==> src/rtl/core/srb_pkg.sv <==
`default_nettype none
// ----------------------------------------------------------------------------
// srb_pkg
// Shared types and codes for the serial ring buffers with line count.
// ----------------------------------------------------------------------------
package srb_pkg;

    localparam int RING_DEPTH_DEF = 256;

    localparam int BYTE_W  = 8;
    localparam int OP_W    = 3;
    localparam int CFG_IDX_W = 2;

    // opcodes
    localparam logic [OP_W-1:0] OP_RECV     = 3'd0;
    localparam logic [OP_W-1:0] OP_POP      = 3'd1;
    localparam logic [OP_W-1:0] OP_PUSH     = 3'd2;
    localparam logic [OP_W-1:0] OP_TX_READY = 3'd3;
    localparam logic [OP_W-1:0] OP_FLUSH    = 3'd4;

    // register indexes
    localparam logic [CFG_IDX_W-1:0] CFG_START_CODE    = 2'd0;
    localparam logic [CFG_IDX_W-1:0] CFG_LINE_END_CODE = 2'd1;

    localparam logic [BYTE_W-1:0] START_CODE_RST    = 8'd2;
    localparam logic [BYTE_W-1:0] LINE_END_CODE_RST = 8'd13;

    typedef enum logic [1:0] {
        ST_IDLE,
        ST_EXEC,
        ST_OUT
    } t_state;

    typedef struct packed {
        logic capture;  // latch input word, start ring reads
        logic exec;     // apply the word, load the result register
    } t_cmd;

endpackage
`default_nettype wire

==> src/rtl/core/srb_ctrl.sv <==
`default_nettype none
// ----------------------------------------------------------------------------
// srb_ctrl
// Sequencer: accepts one word, runs it through the datapath, holds the result.
// ----------------------------------------------------------------------------
module srb_ctrl (
    input  wire logic          i_clk,
    input  wire logic          i_rst_n,
    input  wire logic          i_valid,
    output logic               o_ready,
    output logic               o_valid,
    input  wire logic          i_ready,
    output srb_pkg::t_cmd      o_cmd
);

    srb_pkg::t_state r_state;
    srb_pkg::t_state n_state;

    always_ff @(posedge i_clk) begin
        if (!i_rst_n) begin
            r_state <= srb_pkg::ST_IDLE;
        end else begin
            r_state <= n_state;
        end
    end

    always_comb begin
        n_state       = r_state;
        o_ready       = 1'b0;
        o_valid       = 1'b0;
        o_cmd.capture = 1'b0;
        o_cmd.exec    = 1'b0;
        unique case (r_state)
            srb_pkg::ST_IDLE: begin
                o_ready = 1'b1;
                if (i_valid) begin
                    o_cmd.capture = 1'b1;
                    n_state       = srb_pkg::ST_EXEC;
                end
            end
            srb_pkg::ST_EXEC: begin
                o_cmd.exec = 1'b1;
                n_state    = srb_pkg::ST_OUT;
            end
            srb_pkg::ST_OUT: begin
                o_valid = 1'b1;
                if (i_ready) begin
                    n_state = srb_pkg::ST_IDLE;
                end
            end
            default: begin
                n_state = srb_pkg::ST_IDLE;
            end
        endcase
    end

endmodule
`default_nettype wire

==> src/rtl/core/srb_dp.sv <==
`default_nettype none
// ----------------------------------------------------------------------------
// srb_dp
// Datapath: receive and transmit rings, pointers, fill counts, line count,
// configuration registers and the result register.
// ----------------------------------------------------------------------------
module srb_dp #(
    parameter int RING_DEPTH = srb_pkg::RING_DEPTH_DEF
) (
    input  wire logic                          i_clk,
    input  wire logic                          i_rst_n,
    input  wire logic                          i_cfg_we,
    input  wire logic [srb_pkg::CFG_IDX_W-1:0] i_cfg_idx,
    input  wire logic [srb_pkg::BYTE_W-1:0]    i_cfg_data,
    input  wire srb_pkg::t_cmd                 i_cmd,
    input  wire logic [srb_pkg::OP_W-1:0]      i_opcode,
    input  wire logic [srb_pkg::BYTE_W-1:0]    i_data_byte,
    input  wire logic                          i_divert_mode,
    output logic [srb_pkg::BYTE_W-1:0]         o_popped_byte,
    output logic                               o_popped_valid,
    output logic                               o_empty_pop,
    output logic [srb_pkg::BYTE_W-1:0]         o_send_byte,
    output logic                               o_send_valid,
    output logic [srb_pkg::BYTE_W-1:0]         o_packet_byte,
    output logic                               o_packet_valid,
    output logic                               o_line_event,
    output logic                               o_bytes_waiting,
    output logic [srb_pkg::BYTE_W-1:0]         o_lines_waiting,
    output logic                               o_transmit_on,
    output logic                               o_push_dropped
);

    localparam int PTR_W  = $clog2(RING_DEPTH);
    localparam int FILL_W = $clog2(RING_DEPTH + 1);
    localparam int BW     = srb_pkg::BYTE_W;

    localparam logic [PTR_W-1:0]  PTR_LAST  = PTR_W'(RING_DEPTH - 1);
    localparam logic [FILL_W-1:0] FILL_FULL = FILL_W'(RING_DEPTH);

    function automatic logic [PTR_W-1:0] advance(input logic [PTR_W-1:0] ptr);
        logic [PTR_W-1:0] nxt;
        nxt = (ptr == PTR_LAST) ? '0 : ptr + 1'b1;
        return nxt;
    endfunction

    logic [BW-1:0] rx_mem [RING_DEPTH];
    logic [BW-1:0] tx_mem [RING_DEPTH];

    logic [BW-1:0]         r_start_code, r_line_end_code;
    logic [srb_pkg::OP_W-1:0] r_op;
    logic [BW-1:0]         r_data;
    logic                  r_divert;
    logic [BW-1:0]         r_rx_q, r_tx_q;

    logic [PTR_W-1:0]  r_rx_wr, r_rx_rd, r_tx_wr, r_tx_sent;
    logic [PTR_W-1:0]  n_rx_wr, n_rx_rd, n_tx_wr, n_tx_sent;
    logic [FILL_W-1:0] r_rx_fill, r_tx_fill, n_rx_fill, n_tx_fill;
    logic [BW-1:0]     r_lines, n_lines;
    logic              r_drain, n_drain;

    logic          rx_we, tx_we;
    logic [BW-1:0] n_popped_byte, n_send_byte, n_packet_byte;
    logic          n_popped_valid, n_empty_pop, n_send_valid;
    logic          n_packet_valid, n_line_event, n_push_dropped;

    // configuration
    always_ff @(posedge i_clk) begin
        if (!i_rst_n) begin
            r_start_code    <= srb_pkg::START_CODE_RST;
            r_line_end_code <= srb_pkg::LINE_END_CODE_RST;
        end else if (i_cfg_we) begin
            if (i_cfg_idx == srb_pkg::CFG_START_CODE) begin
                r_start_code <= i_cfg_data;
            end else if (i_cfg_idx == srb_pkg::CFG_LINE_END_CODE) begin
                r_line_end_code <= i_cfg_data;
            end
        end
    end

    // input word and ring read ports; head data is ready by the exec cycle
    always_ff @(posedge i_clk) begin
        if (i_cmd.capture) begin
            r_op     <= i_opcode;
            r_data   <= i_data_byte;
            r_divert <= i_divert_mode;
            r_rx_q   <= rx_mem[r_rx_rd];
            r_tx_q   <= tx_mem[r_tx_sent];
        end
    end

    always_ff @(posedge i_clk) begin
        if (rx_we) begin
            rx_mem[r_rx_wr] <= r_data;
        end
        if (tx_we) begin
            tx_mem[r_tx_wr] <= r_data;
        end
    end

    always_comb begin
        n_rx_wr        = r_rx_wr;
        n_rx_rd        = r_rx_rd;
        n_tx_wr        = r_tx_wr;
        n_tx_sent      = r_tx_sent;
        n_rx_fill      = r_rx_fill;
        n_tx_fill      = r_tx_fill;
        n_lines        = r_lines;
        n_drain        = r_drain;
        rx_we          = 1'b0;
        tx_we          = 1'b0;
        n_popped_byte  = '0;
        n_popped_valid = 1'b0;
        n_empty_pop    = 1'b0;
        n_send_byte    = '0;
        n_send_valid   = 1'b0;
        n_packet_byte  = '0;
        n_packet_valid = 1'b0;
        n_line_event   = 1'b0;
        n_push_dropped = 1'b0;
        if (i_cmd.exec) begin
            unique case (r_op)
                srb_pkg::OP_RECV: begin
                    if (r_divert || (r_data == r_start_code)) begin
                        n_packet_byte  = r_data;
                        n_packet_valid = 1'b1;
                    end else if (r_rx_fill != FILL_FULL) begin
                        rx_we     = 1'b1;
                        n_rx_wr   = advance(r_rx_wr);
                        n_rx_fill = r_rx_fill + 1'b1;
                        if (r_data == r_line_end_code) begin
                            n_lines      = r_lines + 1'b1;
                            n_line_event = 1'b1;
                        end
                    end
                end
                srb_pkg::OP_POP: begin
                    if (r_rx_fill == '0) begin
                        n_empty_pop = 1'b1;
                    end else begin
                        n_rx_rd        = advance(r_rx_rd);
                        n_rx_fill      = r_rx_fill - 1'b1;
                        n_popped_byte  = r_rx_q;
                        n_popped_valid = 1'b1;
                        if (r_rx_q == r_line_end_code) begin
                            n_lines = r_lines - 1'b1;
                        end
                    end
                end
                srb_pkg::OP_PUSH: begin
                    if (r_tx_fill != FILL_FULL) begin
                        tx_we     = 1'b1;
                        n_tx_wr   = advance(r_tx_wr);
                        n_tx_fill = r_tx_fill + 1'b1;
                    end else begin
                        n_push_dropped = 1'b1;
                    end
                    // ring holds at least one byte either way
                    n_drain = 1'b1;
                end
                srb_pkg::OP_TX_READY: begin
                    if (r_drain) begin
                        if (r_tx_fill != '0) begin
                            n_send_byte  = r_tx_q;
                            n_send_valid = 1'b1;
                            n_tx_sent    = advance(r_tx_sent);
                            n_tx_fill    = r_tx_fill - 1'b1;
                        end else begin
                            n_drain = 1'b0;
                        end
                    end
                end
                srb_pkg::OP_FLUSH: begin
                    n_rx_wr   = '0;
                    n_rx_rd   = '0;
                    n_tx_wr   = '0;
                    n_tx_sent = '0;
                    n_rx_fill = '0;
                    n_tx_fill = '0;
                    n_lines   = '0;
                end
                default: begin
                end
            endcase
        end
    end

    always_ff @(posedge i_clk) begin
        if (!i_rst_n) begin
            r_rx_wr   <= '0;
            r_rx_rd   <= '0;
            r_tx_wr   <= '0;
            r_tx_sent <= '0;
            r_rx_fill <= '0;
            r_tx_fill <= '0;
            r_lines   <= '0;
            r_drain   <= 1'b0;
        end else begin
            r_rx_wr   <= n_rx_wr;
            r_rx_rd   <= n_rx_rd;
            r_tx_wr   <= n_tx_wr;
            r_tx_sent <= n_tx_sent;
            r_rx_fill <= n_rx_fill;
            r_tx_fill <= n_tx_fill;
            r_lines   <= n_lines;
            r_drain   <= n_drain;
        end
    end

    // result register
    always_ff @(posedge i_clk) begin
        if (i_cmd.exec) begin
            o_popped_byte   <= n_popped_byte;
            o_popped_valid  <= n_popped_valid;
            o_empty_pop     <= n_empty_pop;
            o_send_byte     <= n_send_byte;
            o_send_valid    <= n_send_valid;
            o_packet_byte   <= n_packet_byte;
            o_packet_valid  <= n_packet_valid;
            o_line_event    <= n_line_event;
            o_bytes_waiting <= (n_rx_fill != '0);
            o_lines_waiting <= n_lines;
            o_transmit_on   <= n_drain;
            o_push_dropped  <= n_push_dropped;
        end
    end

    a_rx_fill_bound: assert property (@(posedge i_clk) disable iff (!i_rst_n)
        r_rx_fill <= FILL_FULL)
        else $error("receive fill count beyond ring depth");

    a_tx_fill_bound: assert property (@(posedge i_clk) disable iff (!i_rst_n)
        r_tx_fill <= FILL_FULL)
        else $error("transmit fill count beyond ring depth");

    a_flush_clears: assert property (@(posedge i_clk) disable iff (!i_rst_n)
        (i_cmd.exec && r_op == srb_pkg::OP_FLUSH) |=>
            (r_rx_fill == '0 && r_tx_fill == '0 && r_lines == '0))
        else $error("flush left data in the rings");

    a_state_only_on_exec: assert property (@(posedge i_clk) disable iff (!i_rst_n)
        !i_cmd.exec |=> ($stable(r_rx_fill) && $stable(r_tx_fill) && $stable(r_drain)))
        else $error("ring state changed outside exec");

endmodule
`default_nettype wire

==> src/rtl/core/serial_ring_buffers_line_count.sv <==
`default_nettype none
// ----------------------------------------------------------------------------
// serial_ring_buffers_line_count
// Receive and transmit byte rings between a serial port and a host, with a
// count of complete lines held in the receive ring.
//
//   channel   direction  handshake          payload
//   cfg       in         i_cfg_we           i_cfg_idx, i_cfg_data
//   command   in         i_valid / o_ready  i_opcode, i_data_byte, i_divert_mode
//   result    out        o_valid / i_ready  o_popped_byte ... o_push_dropped
//
// The accept edge reads the ring heads; the next edge (exec) updates pointers,
// counts and the result register, and o_valid rises; the result is taken at
// an edge with i_ready high and is held while i_ready is low; o_ready stays low
// until it is taken, so a new word is accepted only after that.
// Synchronous reset clears pointers, fill counts, line count and drain flag
// and restores both codes to their defaults; ring contents are not cleared.
// ----------------------------------------------------------------------------
module serial_ring_buffers_line_count #(
    parameter int RING_DEPTH = srb_pkg::RING_DEPTH_DEF
) (
    input  wire logic                          i_clk,
    input  wire logic                          i_rst_n,
    input  wire logic                          i_cfg_we,
    input  wire logic [srb_pkg::CFG_IDX_W-1:0] i_cfg_idx,
    input  wire logic [srb_pkg::BYTE_W-1:0]    i_cfg_data,
    input  wire logic                          i_valid,
    output logic                               o_ready,
    input  wire logic [srb_pkg::OP_W-1:0]      i_opcode,
    input  wire logic [srb_pkg::BYTE_W-1:0]    i_data_byte,
    input  wire logic                          i_divert_mode,
    output logic                               o_valid,
    input  wire logic                          i_ready,
    output logic [srb_pkg::BYTE_W-1:0]         o_popped_byte,
    output logic                               o_popped_valid,
    output logic                               o_empty_pop,
    output logic [srb_pkg::BYTE_W-1:0]         o_send_byte,
    output logic                               o_send_valid,
    output logic [srb_pkg::BYTE_W-1:0]         o_packet_byte,
    output logic                               o_packet_valid,
    output logic                               o_line_event,
    output logic                               o_bytes_waiting,
    output logic [srb_pkg::BYTE_W-1:0]         o_lines_waiting,
    output logic                               o_transmit_on,
    output logic                               o_push_dropped
);

    srb_pkg::t_cmd cmd;

    srb_ctrl u_ctrl (
        .i_clk   (i_clk),
        .i_rst_n (i_rst_n),
        .i_valid (i_valid),
        .o_ready (o_ready),
        .o_valid (o_valid),
        .i_ready (i_ready),
        .o_cmd   (cmd)
    );

    srb_dp #(
        .RING_DEPTH (RING_DEPTH)
    ) u_dp (
        .i_clk           (i_clk),
        .i_rst_n         (i_rst_n),
        .i_cfg_we        (i_cfg_we),
        .i_cfg_idx       (i_cfg_idx),
        .i_cfg_data      (i_cfg_data),
        .i_cmd           (cmd),
        .i_opcode        (i_opcode),
        .i_data_byte     (i_data_byte),
        .i_divert_mode   (i_divert_mode),
        .o_popped_byte   (o_popped_byte),
        .o_popped_valid  (o_popped_valid),
        .o_empty_pop     (o_empty_pop),
        .o_send_byte     (o_send_byte),
        .o_send_valid    (o_send_valid),
        .o_packet_byte   (o_packet_byte),
        .o_packet_valid  (o_packet_valid),
        .o_line_event    (o_line_event),
        .o_bytes_waiting (o_bytes_waiting),
        .o_lines_waiting (o_lines_waiting),
        .o_transmit_on   (o_transmit_on),
        .o_push_dropped  (o_push_dropped)
    );

endmodule
`default_nettype wire
==> config.mk <==
export PLATFORM = sky130hd
export DESIGN_NAME = serial_ring_buffers_line_count
export DESIGN_NICKNAME = d
export VERILOG_FILES = /design/src/rtl/core/srb_pkg.sv /design/src/rtl/core/srb_ctrl.sv /design/src/rtl/core/srb_dp.sv /design/src/rtl/core/serial_ring_buffers_line_count.sv
export SDC_FILE = /design/constraint.sdc
export NUM_CORES = 2
export LEC_CHECK = 0
export BUFFER_PORTS_ARGS = -buffer_cell sky130_fd_sc_hd__buf_2
export CORE_UTILIZATION = 40
export CTS_BUF_LIST = sky130_fd_sc_hd__clkbuf_2 sky130_fd_sc_hd__clkbuf_4 sky130_fd_sc_hd__clkbuf_8
export CTS_CLUSTER_SIZE = 25
export DETAILED_ROUTE_END_ITERATION = 7
export PLACE_DENSITY = 0.66
export SYNTH_ARGS = -nofsm -noshare
export SYNTH_HDL_FRONTEND = slang
export SYNTH_SLANG_ARGS = --single-unit
==> constraint.sdc <==
create_clock -name i_clk -period 11.52 [get_ports i_clk]
set_clock_uncertainty 0.05 [all_clocks]
set_input_delay 2.304 -clock i_clk [delete_from_list [all_inputs] [get_ports i_clk]]
set_output_delay 2.304 -clock i_clk [all_outputs]
set_load 0.01 [all_outputs]
==> flow_summary.toml <==
[place]
port_buffers = 68
place_congestion = 0.8674
place_inst = 13530
hpwl_um = 253600
post-place-ws_ns = 5.648

[sta]
setup_slack_ns = 5.429
max-slew-margin-rel = 0.07894
holdWs_ns = 0.4360
max_freq_mhz = 164.2
period_share = 0.5287
tns_ns = 0
finalCriticalPeriod_ns = 6.091
setup_viol = 0
final_hold_viol_count = 0
rsz0062_at_grt = "no"
tightest_slew_ns = 1.371
final-max-slew-violation-count = 0

[cts]
root_buffer = "clkbuf_8"
clk_pin_slew_ns = 0.06
clk_path_buf_depth = 4
clkLatencyLatePin_ns = 1.09
cts_max_level = 6
post_cts_buffers = 0
cts_tree = "done"
numCtsBuffers = 623
cts_resized = 0
cts.hold.buffers_added = 0
cts.sinks = 4241

[finish]
layout-drive-gt1-share = 0.2356
final_cells = 14650
syn_to_final_growth_pct = 10.64
final_nets = 8733

[drt]
drt_first_iter_violations = 11190
vias_per_cell = 5.893
wl_per_cell_um = 29.90
dr_total_vias = 86300
dr.pass1.iters = 8
wl_um = 437900
ant_nets = 0
drc = 0

[logic_synthesis]
synth_fp_nets = 8378
netlist_area_um2 = 166800
ys_async_sr_fraction = 0
synthTopCellsByArea = "edfxtp_1 75%, mux4_2 12%, mux2i_1 2.9%, nor2_1 1.5%, dfxtp_1 0.92%"
yosysUniqueCellTypes = 76
synth_edf_count = 4164
yosysTopAreaCell = "edfxtp_1"
synth_top_cell_area_share = 0.7495
synth.most_common_cell = "edfxtp_1"
ys_warn_count = 0
synthCells = 8329
yosysSeqAreaShare = 0.7588
synth-main-ff-cell = "edfxtp_1"
synth_common_cells = "4164 x edfxtp_1, 906 x mux4_2, 668 x nor2_1"
ys_ff_latch = 4241
syn-mean-instance-area_um2 = 20.03

[flow_run]
maxCapViolCount = 0

[power_and_ir_drop]
vdd_ir_drop_max_mv = 0.1250
power_leakage_uw = 0.05478
p_per_area_nw_per_um2 = 158.7
p_total_uw = 29300

[critical_path]
ff2ff_path_depth = 8
worstSetupStartpointType = "flip-flop"
reg2reg_to = "u_dp.rx_mem[255][4]"
arrival_ns = 6.74
required_ns = 12.17
r2r-start = "u_dp.r_data[0]"
rrSetupSlack_ns = 5.43
startpoint = "u_dp.r_data[0]"
path_max_fanout = 181
crit_path_end = "u_dp.rx_mem[255][4]"
crit_type = "reg2reg"
cp-end-kind = "flip-flop"

[grt]
grt_usage = 0.2049
grt_max_degree = 195
antenna_found_initial = 14
grt_overflow_total = 0
first_global_vias = 86330
grt_pass1_wl_um = 627300

[floorplan]
fp.coreArea_um2 = 414300
die_x_um = 647.8
die-area_um2 = 419700
pin_count = 69
die_y_um = 647.8
initial_core_util = 0.4027
std_cell_rows = 236

[status]
status = "complete, no violations"

[worst_hold_path]
hold_class = "reg2reg"
[placed cells by master (no fill, tap or decap), drive strengths merged, types with 30 or more instances in the layout]
cell type | Yosys | layout
a221o | 46 | 46
mux2 | 31 | 31
dfxtp | 77 | 77
buf | 270 | 234
inv | 21 | 39
a211oi | 32 | 32
nand4 | 33 | 33
nand2 | 292 | 292
and2 | 47 | 47
a22oi | 52 | 52
clkinv | 6 | 223
mux4 | 908 | 908
nor2 | 668 | 668
a221oi | 116 | 116
o22ai | 31 | 31
nor3 | 52 | 52
a31oi | 30 | 30
a21oi | 156 | 156
nor2b | 31 | 31
o21ai | 136 | 136
clkbuf | 234 | 844
edfxtp | 4164 | 4164
nand3 | 93 | 93
and3 | 39 | 39
mux2i | 476 | 476
[metal layers]
metal / up-vias / share of wire / global-route usage
li1: 35120 / - / -
met1: 45280 / 0.39 / 0.2804
met2: 4945 / 0.47 / 0.3207
met3: 944 / 0.095 / 0.04228
met4: 12 / 0.043 / 0.08372
met5: - / 0.00017 / 0
[how the worst min path moves through the flow]
stage | end | slack [ns] | from | cells after the start
final | u_dp.r_tx_fill[7] | 0.44 | u_dp.r_tx_fill[7] | 2
after global routing | u_dp.r_tx_fill[4] | 0.46 | u_dp.r_tx_fill[4] | 2
after CTS | u_dp.r_tx_fill[7] | 0.43 | u_dp.r_tx_fill[7] | 2
after detailed placement | u_dp.r_tx_fill[7] | 0.43 | u_dp.r_tx_fill[7] | 2
after global placement | u_dp.r_tx_fill[2] | 0.41 | u_dp.r_tx_fill[2] | 2
after floorplan | u_dp.r_tx_fill[7] | 0.39 | u_dp.r_tx_fill[7] | 2
[where the power goes]
part	leakage [uW]	internal [uW]	switching (uW)
clock network	0.00619	5970	5720
logic	0.0105	128	461
registers	0.0381	17000	19.6
[metrics by stage]
stage,cell area (um^2),utilization
floorplan,166800,-
global placement,172800,0.4172
detailed placement,172800,0.4172
CTS,184500,0.4454
global route,184500,0.4455
finish,184600,0.4455
[worst max-delay path, stage by stage, from the launching register on]
cell and delay [ns]:
edfxtp_1 0.38, buf_12 0.57, xor2_1 0.22, nor4_1 0.09
a21oi_1 0.74, nand3_1 0.44, nor3_1 1.15, nand3_1 1.00
nor2_1 0.85
[final cells by class]
class	instances	area, um^2
fill	34530	229700
sequential	4241	126600
multi-input combinational	3557	37370
clock buffer	844	10360
tap	5474	6849
timing repair buffer	234	1887
clock inverter	255	1338
inverter	27	116.4
antenna	14	35.03
[registers in the layout, summed over array words and instances, names as in the netlist, 9 cells and up]
| name | count |
|---|---|
| u_dp.rx_mem | 2048 |
| u_dp.tx_mem | 2048 |
| u_dp.r_tx_fill | 9 |
| u_dp.r_rx_fill | 9 |
[logic make-up after synthesis]
logic type      after synthesis  share of synthesized area
compound gates              753                    0.03149
xor+xnor                     39                   0.002048
fa+ha+maj                    22                   0.001695
buf+inv                     531                    0.01813
flops                      4241                     0.7588
mux                        1415                     0.1533
simple gates               1328                    0.03460
No activity file was read; power rests on OpenSTA's default activity.
